File: src/rtl/jrp_pkg.sv
// Shared constants, codes, state encodings and control structs of the register pool unit.
package jrp_pkg;

  localparam int POOL_SIZE   = 12;
  localparam int REG_W       = 4;
  localparam int NUM_SPECIAL = 3;

  typedef logic [REG_W-1:0] reg_t;
  typedef logic [1:0]       spec_t;

  localparam reg_t  NONE_REG        = '1;
  localparam spec_t NO_SKIP         = 2'd3;
  localparam spec_t SPEC_CC         = 2'd0;
  localparam spec_t SPEC_FPCR       = 2'd1;
  localparam spec_t SPEC_FPSR       = 2'd2;
  localparam spec_t LAST_SPILL_STEP = 2'd2;

  localparam logic [3:0] FN_ALLOC     = 4'd0;
  localparam logic [3:0] FN_FREE      = 4'd1;
  localparam logic [3:0] FN_GET_CTX   = 4'd2;
  localparam logic [3:0] FN_FLUSH_CTX = 4'd3;

  localparam logic [1:0] SUB_GET    = 2'd0;
  localparam logic [1:0] SUB_MODIFY = 2'd1;
  localparam logic [1:0] SUB_STORE  = 2'd2;
  localparam logic [1:0] SUB_FLUSH  = 2'd3;

  typedef enum logic [1:0] {
    ACT_ANSWER,
    ACT_CTX_READ,
    ACT_LOAD,
    ACT_STORE
  } action_t;

  typedef enum logic [3:0] {
    ST_IDLE,
    ST_DISPATCH,
    ST_AS_TRY,
    ST_AS_FLUSH,
    ST_AS_RETRY,
    ST_FS_CHECK,
    ST_FS_STORE,
    ST_CG_A,
    ST_CG_B,
    ST_GS_A,
    ST_GS_B,
    ST_GS_C,
    ST_GS_D,
    ST_FINAL
  } state_t;

  typedef enum logic [1:0] {
    AS_RET_TOP,
    AS_RET_CG,
    AS_RET_GS
  } as_ret_t;

  typedef enum logic [1:0] {
    CG_RET_TOP,
    CG_RET_GS_PRE,
    CG_RET_GS_POST
  } cg_ret_t;

  typedef enum logic [1:0] {
    FS_RET_SPILL,
    FS_RET_FLUSH,
    FS_RET_STORE
  } fs_ret_t;

  typedef struct packed {
    logic start_op;
    logic free_op;
    logic flush_ctx;
    logic try_alloc;
    logic alloc_ans;
    logic k_clear;
    logic k_inc;
    logic set_exh;
    logic sp_use_op;
    logic nospill;
    logic sp_clear;
    logic emit_store;
    logic release_sp;
    logic ans_ctx;
    logic cg_finish;
    logic cg_ans;
    logic gs_map;
    logic ans_slot;
    logic emit_load;
    logic emit_final;
    logic set_dirty;
  } cmd_t;

  typedef struct packed {
    logic [3:0] func;
    logic       free_any;
    logic       ctx_mapped;
    logic       sp_mapped;
    logic       sp_dirty;
    logic       ra_none;
    logic       skip_hit;
    logic       k_last;
  } status_t;

endpackage

File: src/rtl/jrp_ctrl.sv
// Controller state machine that sequences allocation, spilling, holder mapping and result beats.
module jrp_ctrl (
  input  logic             clk,
  input  logic             rst,
  input  logic             start,
  input  jrp_pkg::status_t status,
  output jrp_pkg::cmd_t    cmd,
  output logic             busy
);
  import jrp_pkg::*;

  state_t  state, state_next;
  as_ret_t as_ret, as_ret_next;
  cg_ret_t cg_ret, cg_ret_next;
  fs_ret_t fs_ret, fs_ret_next;

  logic       is_special;
  logic       op_fpsr;
  logic [1:0] sub;
  state_t     as_done;
  state_t     cg_done;
  state_t     fs_done;

  always_ff @(posedge clk) begin
    if (rst) begin
      state  <= ST_IDLE;
      as_ret <= AS_RET_TOP;
      cg_ret <= CG_RET_TOP;
      fs_ret <= FS_RET_FLUSH;
    end else begin
      state  <= state_next;
      as_ret <= as_ret_next;
      cg_ret <= cg_ret_next;
      fs_ret <= fs_ret_next;
    end
  end

  assign is_special = (status.func[3:2] != 2'd0);
  assign op_fpsr    = (status.func[3:2] == 2'd3);
  assign sub        = status.func[1:0];
  assign busy       = (state != ST_IDLE);

  always_comb begin
    unique case (as_ret)
      AS_RET_TOP: as_done = ST_FINAL;
      AS_RET_CG:  as_done = ST_CG_B;
      AS_RET_GS:  as_done = ST_GS_C;
      default:    as_done = ST_FINAL;
    endcase
    unique case (cg_ret)
      CG_RET_TOP:     cg_done = ST_FINAL;
      CG_RET_GS_PRE:  cg_done = ST_GS_B;
      CG_RET_GS_POST: cg_done = ST_GS_D;
      default:        cg_done = ST_FINAL;
    endcase
    fs_done = (fs_ret == FS_RET_SPILL) ? ST_AS_RETRY : ST_FINAL;
  end

  always_comb begin
    cmd           = '0;
    cmd.sp_use_op = 1'b1;
    state_next    = state;
    as_ret_next   = as_ret;
    cg_ret_next   = cg_ret;
    fs_ret_next   = fs_ret;
    unique case (state)
      ST_IDLE: begin
        if (start) begin
          cmd.start_op = 1'b1;
          state_next   = ST_DISPATCH;
        end
      end
      ST_DISPATCH: begin
        if (is_special) begin
          unique case (sub)
            SUB_GET, SUB_MODIFY: state_next = ST_GS_A;
            SUB_STORE: begin
              fs_ret_next = FS_RET_STORE;
              state_next  = ST_FS_CHECK;
            end
            default: begin
              fs_ret_next = FS_RET_FLUSH;
              state_next  = ST_FS_CHECK;
            end
          endcase
        end else begin
          unique case (status.func)
            FN_ALLOC: begin
              as_ret_next = AS_RET_TOP;
              state_next  = ST_AS_TRY;
            end
            FN_FREE: begin
              cmd.free_op = 1'b1;
              state_next  = ST_FINAL;
            end
            FN_GET_CTX: begin
              cg_ret_next = CG_RET_TOP;
              state_next  = ST_CG_A;
            end
            FN_FLUSH_CTX: begin
              cmd.flush_ctx = 1'b1;
              state_next    = ST_FINAL;
            end
            default: state_next = ST_FINAL;
          endcase
        end
      end
      ST_AS_TRY: begin
        cmd.try_alloc = 1'b1;
        cmd.alloc_ans = (as_ret == AS_RET_TOP);
        if (status.free_any) begin
          state_next = as_done;
        end else begin
          cmd.k_clear = 1'b1;
          state_next  = ST_AS_FLUSH;
        end
      end
      ST_AS_FLUSH: begin
        cmd.sp_use_op = 1'b0;
        if (status.skip_hit) begin
          state_next = ST_AS_RETRY;
        end else begin
          fs_ret_next = FS_RET_SPILL;
          state_next  = ST_FS_CHECK;
        end
      end
      ST_AS_RETRY: begin
        cmd.try_alloc = 1'b1;
        cmd.alloc_ans = (as_ret == AS_RET_TOP);
        priority if (status.free_any) begin
          state_next = as_done;
        end else if (status.k_last) begin
          cmd.set_exh = 1'b1;
          state_next  = as_done;
        end else begin
          cmd.k_inc  = 1'b1;
          state_next = ST_AS_FLUSH;
        end
      end
      ST_FS_CHECK: begin
        cmd.sp_use_op = (fs_ret != FS_RET_SPILL);
        if (status.sp_mapped && status.sp_dirty) begin
          cmd.nospill = 1'b1;
          state_next  = ST_FS_STORE;
        end else begin
          cmd.sp_clear = (fs_ret != FS_RET_STORE);
          state_next   = fs_done;
        end
      end
      ST_FS_STORE: begin
        cmd.sp_use_op  = (fs_ret != FS_RET_SPILL);
        cmd.emit_store = 1'b1;
        cmd.release_sp = (fs_ret != FS_RET_STORE);
        cmd.sp_clear   = (fs_ret != FS_RET_STORE);
        state_next     = fs_done;
      end
      ST_CG_A: begin
        if (status.ctx_mapped) begin
          cmd.ans_ctx = (cg_ret == CG_RET_TOP);
          state_next  = cg_done;
        end else begin
          as_ret_next = AS_RET_CG;
          state_next  = ST_AS_TRY;
        end
      end
      ST_CG_B: begin
        cmd.cg_finish = 1'b1;
        cmd.cg_ans    = (cg_ret == CG_RET_TOP);
        state_next    = cg_done;
      end
      ST_GS_A: begin
        priority if (status.sp_mapped) begin
          cmd.ans_slot = 1'b1;
          state_next   = ST_FINAL;
        end else if (op_fpsr) begin
          cg_ret_next = CG_RET_GS_PRE;
          state_next  = ST_CG_A;
        end else begin
          state_next = ST_GS_B;
        end
      end
      ST_GS_B: begin
        as_ret_next = AS_RET_GS;
        state_next  = ST_AS_TRY;
      end
      ST_GS_C: begin
        priority if (status.ra_none) begin
          state_next = ST_FINAL;
        end else if (!op_fpsr) begin
          cmd.gs_map  = 1'b1;
          cg_ret_next = CG_RET_GS_POST;
          state_next  = ST_CG_A;
        end else begin
          cmd.gs_map = 1'b1;
          state_next = ST_GS_D;
        end
      end
      ST_GS_D: begin
        cmd.emit_load = 1'b1;
        state_next    = ST_FINAL;
      end
      ST_FINAL: begin
        cmd.emit_final = 1'b1;
        cmd.set_dirty  = is_special && (sub == SUB_MODIFY);
        state_next     = ST_IDLE;
      end
      default: state_next = ST_IDLE;
    endcase
  end

endmodule

File: src/rtl/jrp_dpath.sv
// Datapath holding the allocation map, changed mask, holders, per-operation registers and result beat.
module jrp_dpath (
  input  logic                            clk,
  input  logic                            rst,
  input  jrp_pkg::cmd_t                   cmd,
  input  logic [3:0]                      func,
  input  logic [3:0]                      reg_to_free,
  output jrp_pkg::status_t                status,
  output logic                            result_valid,
  output logic [1:0]                      action,
  output logic [1:0]                      special_sel,
  output logic [3:0]                      action_reg,
  output logic [3:0]                      ctx_holder,
  output logic [3:0]                      answer_reg,
  output logic                            exhausted,
  output logic [jrp_pkg::POOL_SIZE-1:0]   changed_bits,
  output logic                            last
);
  import jrp_pkg::*;

  function automatic logic [POOL_SIZE-1:0] reg_bit(reg_t r);
    logic [POOL_SIZE-1:0] b;
    for (int i = 0; i < POOL_SIZE; i++) begin
      b[i] = (r == REG_W'(i));
    end
    return b;
  endfunction

  function automatic spec_t spill_order(spec_t k);
    spec_t s;
    unique case (k)
      2'd0:    s = SPEC_FPCR;
      2'd1:    s = SPEC_FPSR;
      default: s = SPEC_CC;
    endcase
    return s;
  endfunction

  logic [POOL_SIZE-1:0] pool_map, pool_map_next;
  logic [POOL_SIZE-1:0] changed_map, changed_map_next;
  reg_t                 ctx_slot, ctx_slot_next;
  reg_t                 special_slot [NUM_SPECIAL];
  reg_t                 special_slot_next [NUM_SPECIAL];
  logic [NUM_SPECIAL-1:0] special_dirty, special_dirty_next;
  logic [3:0]           func_q, func_q_next;
  reg_t                 rtf, rtf_next;
  reg_t                 ra, ra_next;
  reg_t                 ans, ans_next;
  logic                 exh, exh_next;
  spec_t                k, k_next;

  logic [POOL_SIZE-1:0] free_bits;
  logic [POOL_SIZE-1:0] low_free;
  logic                 free_any;
  reg_t                 low_enc;
  reg_t                 alloc_reg;
  logic                 is_special;
  spec_t                op_sel;
  spec_t                skip;
  spec_t                flush_sel;
  spec_t                sp_idx;
  reg_t                 sp_reg;
  logic                 sp_dirty;
  logic                 ctx_mapped;

  logic    emit;
  action_t em_act;
  spec_t   em_sel;
  reg_t    em_areg;
  reg_t    em_ans;
  logic    em_last;

  always_comb begin
    free_bits = ~pool_map;
    low_free  = free_bits & (~free_bits + POOL_SIZE'(1));
    free_any  = |free_bits;
    low_enc   = '0;
    for (int i = 0; i < POOL_SIZE; i++) begin
      if (low_free[i]) begin
        low_enc = low_enc | REG_W'(i);
      end
    end
    alloc_reg  = free_any ? low_enc : NONE_REG;
    is_special = (func_q[3:2] != 2'd0);
    op_sel     = func_q[3:2] - 2'd1;
    skip       = is_special ? op_sel : NO_SKIP;
    flush_sel  = spill_order(k);
    sp_idx     = cmd.sp_use_op ? op_sel : flush_sel;
    sp_reg     = NONE_REG;
    sp_dirty   = 1'b0;
    for (int i = 0; i < NUM_SPECIAL; i++) begin
      if (sp_idx == 2'(i)) begin
        sp_reg   = special_slot[i];
        sp_dirty = special_dirty[i];
      end
    end
    ctx_mapped = (ctx_slot != NONE_REG);
  end

  always_comb begin
    status.func       = func_q;
    status.free_any   = free_any;
    status.ctx_mapped = ctx_mapped;
    status.sp_mapped  = (sp_reg != NONE_REG);
    status.sp_dirty   = sp_dirty;
    status.ra_none    = (ra == NONE_REG);
    status.skip_hit   = (flush_sel == skip);
    status.k_last     = (k == LAST_SPILL_STEP);
  end

  always_comb begin
    pool_map_next      = pool_map;
    changed_map_next   = changed_map;
    ctx_slot_next      = ctx_slot;
    special_slot_next  = special_slot;
    special_dirty_next = special_dirty;
    func_q_next        = func_q;
    rtf_next           = rtf;
    ra_next            = ra;
    ans_next           = ans;
    exh_next           = exh;
    k_next             = k;
    emit               = 1'b0;
    em_act             = ACT_ANSWER;
    em_sel             = SPEC_CC;
    em_areg            = NONE_REG;
    em_ans             = NONE_REG;
    em_last            = 1'b0;

    if (cmd.start_op) begin
      func_q_next = func;
      rtf_next    = reg_to_free;
      exh_next    = 1'b0;
      ans_next    = NONE_REG;
    end
    if (cmd.free_op) begin
      pool_map_next = pool_map_next & ~reg_bit(rtf);
    end
    if (cmd.flush_ctx) begin
      pool_map_next = pool_map_next & ~reg_bit(ctx_slot);
      ctx_slot_next = NONE_REG;
    end
    if (cmd.try_alloc) begin
      pool_map_next    = pool_map_next | low_free;
      changed_map_next = changed_map_next | low_free;
      ra_next          = alloc_reg;
      if (cmd.alloc_ans) begin
        ans_next = alloc_reg;
      end
    end
    if (cmd.k_clear) begin
      k_next = 2'd0;
    end
    if (cmd.k_inc) begin
      k_next = k + 2'd1;
    end
    if (cmd.set_exh) begin
      exh_next = 1'b1;
    end
    if (cmd.nospill && !ctx_mapped) begin
      if (free_any) begin
        pool_map_next    = pool_map_next | low_free;
        changed_map_next = changed_map_next | low_free;
        ctx_slot_next    = alloc_reg;
        emit             = 1'b1;
        em_act           = ACT_CTX_READ;
        em_areg          = alloc_reg;
      end else begin
        exh_next = 1'b1;
      end
    end
    if (cmd.emit_store) begin
      emit    = 1'b1;
      em_act  = ACT_STORE;
      em_sel  = sp_idx;
      em_areg = sp_reg;
    end
    if (cmd.release_sp) begin
      pool_map_next = pool_map_next & ~reg_bit(sp_reg);
    end
    if (cmd.ans_ctx) begin
      ans_next = ctx_slot;
    end
    if (cmd.cg_finish && (ra != NONE_REG)) begin
      if (ctx_mapped) begin
        pool_map_next = pool_map_next & ~reg_bit(ra);
        if (cmd.cg_ans) begin
          ans_next = ctx_slot;
        end
      end else begin
        ctx_slot_next = ra;
        emit          = 1'b1;
        em_act        = ACT_CTX_READ;
        em_areg       = ra;
        if (cmd.cg_ans) begin
          ans_next = ra;
        end
      end
    end
    if (cmd.ans_slot) begin
      ans_next = sp_reg;
    end
    if (cmd.emit_load) begin
      ans_next = sp_reg;
      emit     = 1'b1;
      em_act   = ACT_LOAD;
      em_sel   = sp_idx;
      em_areg  = sp_reg;
    end
    for (int i = 0; i < NUM_SPECIAL; i++) begin
      if (sp_idx == 2'(i)) begin
        if (cmd.sp_clear) begin
          special_slot_next[i]  = NONE_REG;
          special_dirty_next[i] = 1'b0;
        end
        if (cmd.gs_map) begin
          special_slot_next[i]  = ra;
          special_dirty_next[i] = 1'b0;
        end
        if (cmd.set_dirty && (ans != NONE_REG)) begin
          special_dirty_next[i] = 1'b1;
        end
      end
    end
    if (cmd.emit_final) begin
      emit    = 1'b1;
      em_act  = ACT_ANSWER;
      em_sel  = is_special ? op_sel : SPEC_CC;
      em_ans  = ans;
      em_last = 1'b1;
    end
  end

  always_ff @(posedge clk) begin
    if (rst) begin
      pool_map      <= '0;
      changed_map   <= '0;
      ctx_slot      <= NONE_REG;
      special_dirty <= '0;
      for (int i = 0; i < NUM_SPECIAL; i++) begin
        special_slot[i] <= NONE_REG;
      end
      result_valid  <= 1'b0;
    end else begin
      pool_map      <= pool_map_next;
      changed_map   <= changed_map_next;
      ctx_slot      <= ctx_slot_next;
      special_slot  <= special_slot_next;
      special_dirty <= special_dirty_next;
      result_valid  <= emit;
    end
  end

  always_ff @(posedge clk) begin
    func_q <= func_q_next;
    rtf    <= rtf_next;
    ra     <= ra_next;
    ans    <= ans_next;
    exh    <= exh_next;
    k      <= k_next;
    if (emit) begin
      action       <= em_act;
      special_sel  <= em_sel;
      action_reg   <= em_areg;
      ctx_holder   <= ctx_slot_next;
      answer_reg   <= em_ans;
      exhausted    <= exh_next;
      changed_bits <= changed_map_next;
      last         <= em_last;
    end
  end

endmodule

File: src/rtl/jit_register_pool_with_spill_unit.sv
// Top level of the scratch register pool with spill of cached special registers.
// An operation is accepted when start is high and busy is low; busy then stays high until
// the cycle in which the final beat appears. Every action and the final answer come out as
// one-cycle beats marked by result_valid, and the receiver cannot hold them off. The
// controller walks the operation one step per cycle: a free or context flush passes only
// through the dispatch and final states, a get of a mapped holder also through one check
// state, and a get that has to allocate and spill runs longer. The longest case is a get of
// an unmapped special with the context also unmapped and the pool full, which spills once
// for the special's own register and once more for the context. Each allocation attempt,
// spill check, store and holder mapping is one step.
module jit_register_pool_with_spill_unit (
  input  logic                           clk,
  input  logic                           rst,
  input  logic                           start,
  output logic                           busy,
  input  logic [3:0]                     func,
  input  logic [3:0]                     reg_to_free,
  output logic                           result_valid,
  output logic [1:0]                     action,
  output logic [1:0]                     special_sel,
  output logic [3:0]                     action_reg,
  output logic [3:0]                     ctx_holder,
  output logic [3:0]                     answer_reg,
  output logic                           exhausted,
  output logic [jrp_pkg::POOL_SIZE-1:0]  changed_bits,
  output logic                           last
);
  import jrp_pkg::*;

  cmd_t    cmd;
  status_t status;

  jrp_ctrl u_ctrl (
    .clk    (clk),
    .rst    (rst),
    .start  (start),
    .status (status),
    .cmd    (cmd),
    .busy   (busy)
  );

  jrp_dpath u_dpath (
    .clk          (clk),
    .rst          (rst),
    .cmd          (cmd),
    .func         (func),
    .reg_to_free  (reg_to_free),
    .status       (status),
    .result_valid (result_valid),
    .action       (action),
    .special_sel  (special_sel),
    .action_reg   (action_reg),
    .ctx_holder   (ctx_holder),
    .answer_reg   (answer_reg),
    .exhausted    (exhausted),
    .changed_bits (changed_bits),
    .last         (last)
  );

endmodule

File: config.mk
export PLATFORM = sky130hd
export DESIGN_NAME = jit_register_pool_with_spill_unit
export DESIGN_NICKNAME = d
export VERILOG_FILES = /design/src/rtl/jrp_pkg.sv /design/src/rtl/jrp_ctrl.sv /design/src/rtl/jrp_dpath.sv /design/src/rtl/jit_register_pool_with_spill_unit.sv
export SDC_FILE = /design/constraint.sdc
export NUM_CORES = 1
export LEC_CHECK = 0
export BUFFER_PORTS_ARGS = -buffer_cell sky130_fd_sc_hd__buf_2
export CAP_MARGIN = 10
export CORE_UTILIZATION = 45
export DETAILED_ROUTE_END_ITERATION = 10
export SLEW_MARGIN = 30
export SYNTH_ARGS = -nofsm -noshare
export SYNTH_HDL_FRONTEND = slang
export SYNTH_SLANG_ARGS = --single-unit
File: constraint.sdc
create_clock -name clk -period 4.2 [get_ports clk]
set_clock_uncertainty 0.1 [all_clocks]
set_input_delay 0.42 -clock clk [delete_from_list [all_inputs] [get_ports clk]]
set_output_delay 0.42 -clock clk [all_outputs]
set_load 0.01 [all_outputs]
==> out/metrics.yaml, run 1 <==
wirelength_um: 17500
fp.dieH_um: 117
finalHoldViolCount: 0
synth_area_per_cell_um2: 9.17
clockRootBuffer: "clkbuf_16"
yosysWarnings: 0
cts_tree: "yes"
p_leak_nw: 2.55
dr.pass1.iters: 5
diodes: 0
dieArea_um2: 13600
synth_cell_type_count: 71
slew_viol_final: 0
grt_max_degree: 52
io_buffers: 42
cts_resized: 0
worst_pin_slew_ns: 0.893
wl_per_cell_um: 20.4
cts_sinks: 103
antenna_left: 0
cts_made_buffers: 9
regArea_um2: 2500
drive_gt1_share_pct: 17.4
worstPathRequired_ns: 4.29
finalNonFillerCells: 857
ys_seq_area_share_pct: 42.2
criticalPathCategory: "flop to flop"
critPathLaunch: "u_ctrl.state[1]$_SDFFE_PP0P_"
total_power_mw: 3.54
synthTopCellsByCount: "60 x nor2_1, 59 x dfxtp_1, 55 x nand2_1"
route.vias.total: 5344
postCtsHoldBufs: 0
synthesis.area_um2: 5930
synth_most_common_cell: "nor2_1"
fin_util_pct: 52.1
rsz0062_at_grt: "false"
post-route-min-period_ns: 3.74
routabilityCongestion: 0.992
area_growth_pct: 11.8
placed_cells: 841
fillers: 1229
irDropWorstVdd_mv: 0.256
maxSlewHeadroom_pct: 40.4
synth-main-ff-cell: "dfxtp_1"
multiInputGateArea_um2: 3120
track_usage_pct: 26.9
synth_cells: 647
period_share_pct: 89.0
yosysTopAreaCellShare_pct: 22.3
drc: 0
clock_latency_ns: 0.35
hp-start: "reg_to_free[3]"
setup_tns_ns: 0
setup_slack_ns: 0.462
timing.critical_path.fanout_max: 12
status: "finished clean"
antenna_found_initial: 0
yosys-top-cells-area: "edfxtp_1 22%, dfxtp_1 20%, nor2_1 3.8%"
fp-row-count: 41
grt_pass1_vias: 4793
synth_area_leader_cell: "edfxtp_1"
overflow: 0
htree_levels: 3
post-cts-setup-buffers: 0
synth-edff-count: 44
core_um2: 12700
grt_pass1_wl_um: 27400
async_flop_share_pct: 0
r2r_start: "u_ctrl.state[1]$_SDFFE_PP0P_"
cp-end-kind: "flop"
boundaryPins: 43
cap_violations: 0
drtIter0Drc: 542
dp_hpwl_um: 12900
die_w_um: 117
startpoint_type: "flop"
dp_slack_ns: 0.652
final-setup-viol-count: 0
crit_arrival_ns: 3.83
synth-seq-cells: 103
power_density_nw_per_um2: 535
hold_class: "input pin to flop"
path_clk_slew_ns: 0.07
timing.fmax_mhz: 268
start_util_pct: 46.6
synth_fp_nets: 669
viasPerCell: 6.24
cts_buffer_depth: 2
nNetsFinal: 702
## path summary, 6_finish.rpt
path	to	slack, ns	cells after the start
max	u_dpath.special_slot[2]$_SDFFE_PP1P_	0.46	8
max reg2reg	u_dpath.special_slot[2]$_SDFFE_PP1P_	0.46	8
min	u_dpath.rtf[3]$_DFFE_PP_	0.14	1
min reg2reg	u_dpath.changed_map[3]$_SDFF_PP0_	0.36	1
## final cells by class
cell class	instances	area share [%]
multi-input cells	475	47.1
well taps	172	3.25
repair buffers	58	4.98
flip-flops and latches	103	37.8
clock inverters	4	1.15
inverters	33	1.87
clock buffers	12	3.87
## layer usage
layer | share of wire (%) | track usage, % | routed length, µm | vias up
li1 | - | - | - | 2511
met1 | 47 | 39.4 | 8240 | 2575
met2 | 44 | 40.4 | 7620 | 240
met3 | 7.9 | 5.20 | 1370 | 18
met4 | 1.3 | 7.26 | 229 | 0
met5 | 0 | 0 | 0 | -
## logic make-up after synthesis
logic type               after synthesis  synth area share (%)
AND/OR/NAND/NOR                      240                  20.8
multiplexers                          18                  3.31
adder cells (fa/ha/maj)               11                  2.32
XOR/XNOR                               3                 0.443
AO/OA/AOI/OAI                        203                  25.8
flip-flops                           103                  42.2
buffers and inverters                 69                  5.13
## power breakdown
group          total (mW)  internal [mW]  leakage [nW]  switching, mW
combinational        1.25          0.433          1.52          0.815
clock               0.936          0.559         0.165          0.377
sequential           1.36           1.21         0.864          0.146
## through the flow
stage,instance area (µm²),hold slack [ns]
floorplan,5930,0.327
global placement,6300,0.341
detailed placement,6300,0.346
CTS,6630,0.127
global route,6630,0.127
finish,6630,0.141
## layout by cell type, fill, tap and decap left out, types with 7 or more instances in the layout
cell type,synthesis,routed
nor3_1,20,20
nand2_1,55,55
nor2_1,60,60
buf_2,0,42
a31oi_2,10,10
a21o_1,11,11
a22o_1,11,11
mux2_2,13,13
nor3b_1,8,8
and3_1,9,9
nand3_1,23,23
ha_1,11,11
inv_1,33,33
o21ai_0,27,27
a31oi_1,9,9
clkbuf_16,0,9
dfxtp_1,59,59
nor2b_1,10,10
buf_4,2,16
edfxtp_1,44,44
or3_1,7,7
o22ai_1,12,12
nand2b_1,10,10
a21oi_1,37,37
nand4_1,7,7
## worst max-delay path, stage by stage, from the launching register on
cell,delay [ns]
dfxtp_1,0.61
nor4b_1,0.12
o21ai_1,0.57
nand3_2,0.31
o2bb2ai_1,0.47
a222oi_1,0.26
a32oi_1,0.42
or2_1,0.53
a41oi_1,0.18
No activity file was read; power rests on OpenSTA's default activity.
==> run 2, diff against run 1 <==
--- a/config.mk
+++ b/config.mk
@@ -9,6 +9,8 @@
 export CAP_MARGIN = 10
 export CORE_UTILIZATION = 45
 export DETAILED_ROUTE_END_ITERATION = 10
+export PLACE_DENSITY_LB_ADDON = 0.25
+export REMOVE_ABC_BUFFERS = 1
 export SLEW_MARGIN = 30
 export SYNTH_ARGS = -nofsm -noshare
 export SYNTH_HDL_FRONTEND = slang
==> run 2 against run 1 <==
  * Worst hold slack worse by 0.0021 ns
  * Global-route usage is 0.77 points lower
  * Sequential cell count unchanged
  * Clock-buffer cell count shrank 2
  * Final area grew 0.43%
  * First-iteration DRC count is 9.8% lower
  * Critical endpoint is now u_dpath.changed_bits[3]$_DFFE_PP_
  * Largest power group unchanged
==> out/metrics.yaml, run 2 (synthesis gave the netlist of run 1 again) <==
wl_met1_um: 7920  # was 8240 µm
wirelength_um: 16900  # was 17500 µm
placed_area_um2: 6300  # unchanged
cp-end-kind: "flop"  # unchanged
p_leak_nw: 2.56  # was 2.55 nW
p_seq_share_pct: 37.4  # was 38.4%
drc: 0  # unchanged
final-setup-viol-count: 0  # unchanged
antenna_found_initial: 0  # unchanged
critPathSlowestCell: "a222oi_1"  # was dfxtp_1
worstPathRequired_ns: 4.19  # was 4.29 ns
hold_class: "input pin to flop"  # unchanged
post-route-min-period_ns: 3.84  # was 3.74 ns
irDropWorstVdd_mv: 0.271  # was 0.256 mV
top_layer_used: "met4"  # unchanged
boundaryPins: 43  # unchanged
timing.critical_path.fanout_max: 22  # was 12
cts_sinks: 103  # unchanged
core_um2: 12700  # unchanged
slew_viol_final: 0  # unchanged
period_share_pct: 91.4  # was 89.0%
timing.fmax_mhz: 260  # was 268 MHz
crit_arrival_ns: 3.83  # about the same
setup_slack_ns: 0.361  # was 0.462 ns
fp-row-count: 41  # unchanged
cts_resized: 0  # unchanged
cpPeakStageDelay_ns: 0.56  # was 0.61 ns
track_usage_pct: 26.1  # was 26.9%
mostFrequentLayoutCell: "nor2_1"  # unchanged
path_cells: "buf_4, nor2b_1, o21ai_1, and4_4, or2_1, a222oi_1, nand3_2, a21oi_1, nand2_1, buf_4"  # was nor4b_1, o21ai_1, nand3_2, o2bb2ai_1, a222oi_1, a32oi_1, or2_1, a41oi_1
cts_tree: "yes"  # unchanged
worst_pin_slew_ns: 0.899  # was 0.893 ns
r2r_start: "u_ctrl.state[0]$_SDFFE_PP0P_"  # was u_ctrl.state[1]$_SDFFE_PP0P_
clock_latency_ns: 0.36  # was 0.35 ns
total_power_mw: 3.63  # was 3.54 mW
overflow: 0  # unchanged
io_buffers: 42  # unchanged
grt_pass1_wl_um: 26800  # was 27400 µm
status: "finished clean"  # unchanged
htree_levels: 3  # unchanged
p_comb_share_pct: 34.5  # was 35.2%
r2r_setup_slack_ns: 0.36  # was 0.46 ns
postCtsHoldBufs: 0  # unchanged
viasPerCell: 6.18  # was 6.24
p_int_mw: 2.29  # was 2.21 mW
route.vias.total: 5293  # was 5344
area_growth_pct: 12.3  # was 11.8%
hold_end: "u_dpath.func_q[1]$_DFFE_PP_"  # was u_dpath.rtf[3]$_DFFE_PP_
drtIter0Drc: 489  # was 542
clkPwrFrac_pct: 28.1  # was 26.4%
routabilityCongestion: 0.974  # was 0.992
crit_top_cell: "buf_4"
cts_made_buffers: 9  # unchanged
fp.dieH_um: 117  # unchanged
post-cts-setup-buffers: 0  # unchanged
rsz0062_at_grt: "false"  # unchanged
reg2reg_to: "u_dpath.changed_bits[3]$_DFFE_PP_"  # was u_dpath.special_slot[2]$_SDFFE_PP1P_
grt_pass1_vias: 4901  # was 4793
fillers: 1225  # was 1229
start_util_pct: 46.6  # unchanged
setup_tns_ns: 0  # unchanged
p_switching_mw: 1.34  # about the same
hp-start: "func[1]"  # was reg_to_free[3]
cap_violations: 0  # unchanged
placed_cells: 841  # unchanged
wl_per_cell_um: 19.7  # was 20.4 µm
finish.instance_area_um2: 6660  # was 6630 µm²
startpoint_type: "flop"  # unchanged
hold_slack_ns: 0.139  # was 0.141 ns
mostFrequentLayoutCells: "60 x nor2_1, 59 x dfxtp_1, 55 x nand2_1, 44 x edfxtp_1, 42 x buf_2"  # unchanged
dieArea_um2: 13600  # unchanged
path_clk_slew_ns: 0.07  # about the same
antenna_left: 0  # unchanged
p_sw_share_pct: 36.9  # was 37.8%
dp_hpwl_um: 12500  # was 12900 µm
critPathBufInv: 2  # was 0
criticalPathCategory: "flop to flop"  # unchanged
diodes: 0  # unchanged
finalHoldViolCount: 0  # unchanged
hold_path_depth: 1  # unchanged
fin_util_pct: 52.3  # was 52.1%
grt_max_degree: 52  # unchanged
power_density_nw_per_um2: 545  # was 535 nW/µm²
finalNonFillerCells: 857  # unchanged
ff2ff_path_depth: 10  # was 8
wl_met3_um: 1280  # was 1370 µm
dr.pass1.iters: 8  # was 5
nNetsFinal: 702  # unchanged
drive_gt1_share_pct: 17.2  # was 17.4%
die_w_um: 117  # unchanged
clockRootBuffer: "clkbuf_16"  # unchanged
critPathTopFamily: "simple AND/OR/NAND/NOR gates"  # was compound AO/OA/AOI/OAI gates
maxSlewHeadroom_pct: 40.0  # was 40.4%
dp_slack_ns: 0.499  # was 0.652 ns
wl_met2_um: 7280  # was 7620 µm
cts_buffer_depth: 2  # unchanged
-- run 2: how the worst max path moves through the flow --
stage                            startpoint                                end  slack, ns  cells after the start
2_1_floorplan  u_ctrl.state[1]$_SDFFE_PP0P_    u_dpath.action[0]$_SDFFCE_PP0P_       0.23                      8
3_3_place_gp   u_ctrl.state[1]$_SDFFE_PP0P_  u_dpath.changed_bits[4]$_DFFE_PP_       0.66                      9
3_5_place_dp   u_ctrl.state[0]$_SDFFE_PP0P_  u_dpath.changed_bits[4]$_DFFE_PP_       0.50                     10
4_1_cts        u_ctrl.state[0]$_SDFFE_PP0P_  u_dpath.changed_bits[1]$_DFFE_PP_       0.46                     10
5_1_grt        u_ctrl.state[0]$_SDFFE_PP0P_  u_dpath.changed_bits[4]$_DFFE_PP_       0.06                     10
6_report       u_ctrl.state[0]$_SDFFE_PP0P_  u_dpath.changed_bits[3]$_DFFE_PP_       0.36                     10
-- run 2: power groups by stage --
| stage | Clock (mW) | Sequential [mW] | Combinational [mW] |
|---|---|---|---|
| finish | 1.02 | 1.36 | 1.25 |
| floorplan | 0 | 1.37 | 0.784 |
| CTS | 1.03 | 1.35 | 1.23 |
| detailed placement | 0 | 1.37 | 1.22 |
| global route | 1.07 | 1.37 | 1.37 |
| global placement | 0 | 1.37 | 1.21 |
-- run 2: per-layer routing --
metal / vias to the layer above / track usage [%]
li1: 2508 / -
met1: 2502 / 36.9
met2: 254 / 39.4
met3: 29 / 5.25
met4: 0 / 9.96
met5: - / 0
-- run 2: worst reg2reg max path, cell delays in order, from the launching register on --
cell and delay, ns:
dfxtp_1 0.42, buf_4 0.17, nor2b_1 0.26, o21ai_1 0.28, and4_4 0.27, or2_1 0.37
a222oi_1 0.56, nand3_2 0.37, a21oi_1 0.37, nand2_1 0.12, buf_4 0.25
-- run 2: area by class of cell --
class,count,area (µm²),area share [%]
repair buffers,58,330,4.96
clock buffers,10,229,3.44
flip-flops and latches,103,2500,37.6
multi-input cells,475,3120,46.9
well taps,172,215,3.23
clock inverters,6,133,1.99
inverters,33,124,1.86
==> run 3, diff against run 2 <==
--- a/config.mk
+++ b/config.mk
@@ -5,11 +5,14 @@
 export SDC_FILE = /design/constraint.sdc
 export NUM_CORES = 1
 export LEC_CHECK = 0
+export ABC_AREA = 1
 export BUFFER_PORTS_ARGS = -buffer_cell sky130_fd_sc_hd__buf_2
 export CAP_MARGIN = 10
+export CORE_ASPECT_RATIO = 0.7
 export CORE_UTILIZATION = 45
 export DETAILED_ROUTE_END_ITERATION = 10
 export PLACE_DENSITY_LB_ADDON = 0.25
+export RECOVER_POWER = 25
 export REMOVE_ABC_BUFFERS = 1
 export SLEW_MARGIN = 30
 export SYNTH_ARGS = -nofsm -noshare
==> run 3 against run 2 <==
  * The flow now finishes with violations (DRC)
  * Sequential power increased by 4%
  * Clock-buffer cell count grew 1
  * Area after synthesis down 3.1%
  * Critical path depth up 8
  * Clock power is 20% lower
  * Via count is 0.87% higher
  * Sequential cell count stayed put
  * Setup slack improved by 0.43 ns
  * Critical path type unchanged
  * Core utilization down 1.1 points
  * Fmax grew 13%
  * Sequential share of layout area rose by 1.7 points
  * Combinational power is 14% higher
==> out/metrics.yaml, run 3 <==
mostFrequentLayoutCell: "nand2_1"  # was nor2_1
worstPathRequired_ns: 4.38  # was 4.19 ns
synth_cells: 757  # was 647
die_w_um: 137  # was 117 µm
synth_mux_area_share_pct: 0  # was 3.31%
cts_tree: "yes"  # unchanged
wirelength_um: 16900  # about the same
synth_area_per_cell_um2: 7.59  # was 9.17 µm²
viasPerCell: 5.50  # was 6.18
hp-start: "reg_to_free[1]"  # was func[1]
setup_slack_ns: 0.793  # was 0.361 ns
post-cts-setup-buffers: 0  # unchanged
hold_class: "input pin to flop"  # unchanged
critPathTopFamily: "simple AND/OR/NAND/NOR gates"  # unchanged
slew_viol_final: 0  # unchanged
postCtsHoldBufs: 0  # unchanged
synth-simple-area-share_pct: 30.7  # was 20.8%
period_share_pct: 81.1  # was 91.4%
timing.fmax_mhz: 294  # was 260 MHz
critPathSlowestCell: "nor2_4"  # was a222oi_1
path_clk_slew_ns: 0.07  # about the same
dp_hpwl_um: 13500  # was 12500 µm
path_cells: "inv_1, nor2_1, nand2_1, nand2_2, nand2_4, nand2_4, nand2_2, nand2_4, nand3_1, nand3_1, nor2_1, nand2_4, nand3_2, nor2_4, inv_2, nand2_1, nand2_1, a21oi_1"  # was buf_4, nor2b_1, o21ai_1, and4_4, or2_1, a222oi_1, nand3_2, a21oi_1, nand2_1, buf_4
dieArea_um2: 13200  # was 13600 µm²
irDropWorstVdd_mv: 0.328  # was 0.271 mV
area_growth_pct: 10.8  # was 12.3%
fp.dieH_um: 96.5  # was 117 µm
timing.critical_path.fanout_max: 15  # was 22
drive_gt1_share_pct: 10.9  # was 17.2%
drc: 1  # was 0
synthAdderAreaFrac_pct: 2.40  # was 2.32%
yosys-top-cells-area: "edfxtp_1 23%, dfxtp_1 21%, nand2_1 11%"  # was edfxtp_1 22%, dfxtp_1 20%, nor2_1 3.8%
dr.pass1.iters: 9  # was 8
cpPeakStageDelay_ns: 0.44  # was 0.56 ns
diodes: 0  # unchanged
yosysWarnings: 0  # unchanged
routabilityCongestion: 0.983  # was 0.974
mostFrequentLayoutCells: "172 x nand2_1, 123 x inv_1, 72 x nor2_1, 64 x nand3_1, 59 x dfxtp_1"  # was 60 x nor2_1, 59 x dfxtp_1, 55 x nand2_1, 44 x edfxtp_1, 42 x buf_2
violations: "DRC"
maxSlewHeadroom_pct: 38.5  # was 40.0%
cts_sinks: 103  # unchanged
cts_buffer_depth: 2  # unchanged
setup_tns_ns: 0  # unchanged
crit_top_cell: "nand2_4"  # was buf_4
synth_cell_type_count: 41  # was 71
startpoint_type: "flop"  # unchanged
synth_top_family_by_area: "simple AND/OR/NAND/NOR gates"  # was compound AO/OA/AOI/OAI gates
antenna_left: 0  # unchanged
antenna_found_initial: 0  # unchanged
track_usage_pct: 26.8  # was 26.1%
core_um2: 12400  # was 12700 µm²
synth_compound_area_share_pct: 13.7  # was 25.8%
nNetsFinal: 826  # was 702
htree_levels: 3  # unchanged
cts_made_buffers: 9  # unchanged
synth-main-ff-cell: "dfxtp_1"  # unchanged
cap_violations: 0  # unchanged
worst_pin_slew_ns: 0.922  # was 0.899 ns
cts_resized: 0  # unchanged
start_util_pct: 46.2  # was 46.6%
criticalPathCategory: "flop to flop"  # unchanged
clock_latency_ns: 0.35  # was 0.36 ns
critPathBufInv: 2  # unchanged
synthesis.area_um2: 5740  # was 5930 µm²
grt_pass1_wl_um: 26000  # was 26800 µm
synth-edff-count: 44  # unchanged
wl_per_cell_um: 17.4  # was 19.7 µm
synth_area_leader_cell: "edfxtp_1"  # unchanged
rsz0062_at_grt: "false"  # unchanged
grt_pass1_vias: 4793  # was 4901
fp-row-count: 34  # was 41
crit_arrival_ns: 3.58  # was 3.83 ns
ys_seq_area_share_pct: 43.6  # was 42.2%
regArea_um2: 2500  # unchanged
async_flop_share_pct: 0  # unchanged
overflow: 0  # unchanged
grt_max_degree: 30  # was 52
dp_slack_ns: 0.925  # was 0.499 ns
synthTopCellsByCount: "171 x nand2_1, 123 x inv_1, 72 x nor2_1"  # was 60 x nor2_1, 59 x dfxtp_1, 55 x nand2_1
boundaryPins: 43  # unchanged
multiInputGateArea_um2: 2690  # was 3120 µm²
clockRootBuffer: "clkbuf_16"  # unchanged
synth_xor_area_share_pct: 0  # was 0.443%
finalHoldViolCount: 0  # unchanged
fillers: 1266  # was 1225
critPathLaunch: "u_ctrl.state[1]$_SDFFE_PP0P_"  # was u_ctrl.state[0]$_SDFFE_PP0P_
post-route-min-period_ns: 3.41  # was 3.84 ns
route.vias.total: 5339  # was 5293
yosysTopAreaCellShare_pct: 23.0  # was 22.3%
synth_most_common_cell: "nand2_1"  # was nor2_1
cp-end-kind: "flop"  # unchanged
power_density_nw_per_um2: 574  # was 545 nW/µm²
r2r_start: "u_ctrl.state[1]$_SDFFE_PP0P_"  # was u_ctrl.state[0]$_SDFFE_PP0P_
final-setup-viol-count: 0  # unchanged
synth-seq-cells: 103  # unchanged
status: "complete, but fails checks"  # was finished clean
p_leak_nw: 2.84  # was 2.56 nW
io_buffers: 42  # unchanged
drtIter0Drc: 487  # was 489
run 3: cell type report:
| cell class | count | area share, % |
|---|---|---|
| flip-flops and latches | 103 | 39.3 |
| clock inverters | 5 | 0.668 |
| multi-input cells | 515 | 42.2 |
| repair buffers | 47 | 3.28 |
| clock buffers | 11 | 3.81 |
| inverters | 128 | 7.55 |
| well taps | 162 | 3.18 |
run 3: kinds of logic (layout without fill, tap and decap cells):
group,count (synthesis),in the layout
and+or+nand+nor,375,375
buffers and inverters,139,191
AOI/OAI and AO/OA,129,129
DFF,103,103
adders and majority gates,11,11
run 3: worst register-to-register path, stage by stage, from the launching register on:
cell	delay (ns)
dfxtp_1	0.38
inv_1	0.06
nor2_1	0.18
nand2_1	0.19
nand2_2	0.15
nand2_4	0.09
nand2_4	0.08
nand2_2	0.06
nand2_4	0.12
nand3_1	0.10
nand3_1	0.23
nor2_1	0.12
nand2_4	0.10
nand3_2	0.09
nor2_4	0.44
inv_2	0.27
nand2_1	0.19
nand2_1	0.18
a21oi_1	0.18
run 3: final timing paths:
check	end	slack (ns)	depth (start not counted)
setup / recovery	u_dpath.changed_map[11]$_SDFF_PP0_	0.79	18
hold / removal	u_dpath.rtf[1]$_DFFE_PP_	0.15	1
setup reg to reg	u_dpath.changed_map[11]$_SDFF_PP0_	0.79	18
hold reg to reg	u_dpath.changed_map[1]$_SDFF_PP0_	0.36	2
run 3: per-stage QoR:
stage	hold WS [ns]	area, µm²	power (mW)	utilization, %	instances
floorplan	0.318	5670	2.37	-	746
global placement	0.340	6120	2.85	49.3	955
detailed placement	0.339	6120	2.85	49.3	955
CTS	0.143	6410	3.66	51.6	971
global route	0.136	6370	3.90	51.2	971
finish	0.145	6370	3.66	51.2	971
run 3: power by group:
| part | switching (mW) | internal [mW] |
|---|---|---|
| Clock | 0.394 | 0.424 |
| Sequential | 0.113 | 1.29 |
| Combinational | 1.03 | 0.403 |
run 3: layer usage:
metal | up-vias | share of wire [%] | GRT usage (%) | wire (µm)
li1 | 2580 | - | - | -
met1 | 2493 | 50 | 41.3 | 8540
met2 | 253 | 38 | 37.4 | 6460
met3 | 13 | 11 | 6.31 | 1780
met4 | 0 | 0.77 | 4.95 | 130
met5 | - | 0 | 0 | 0
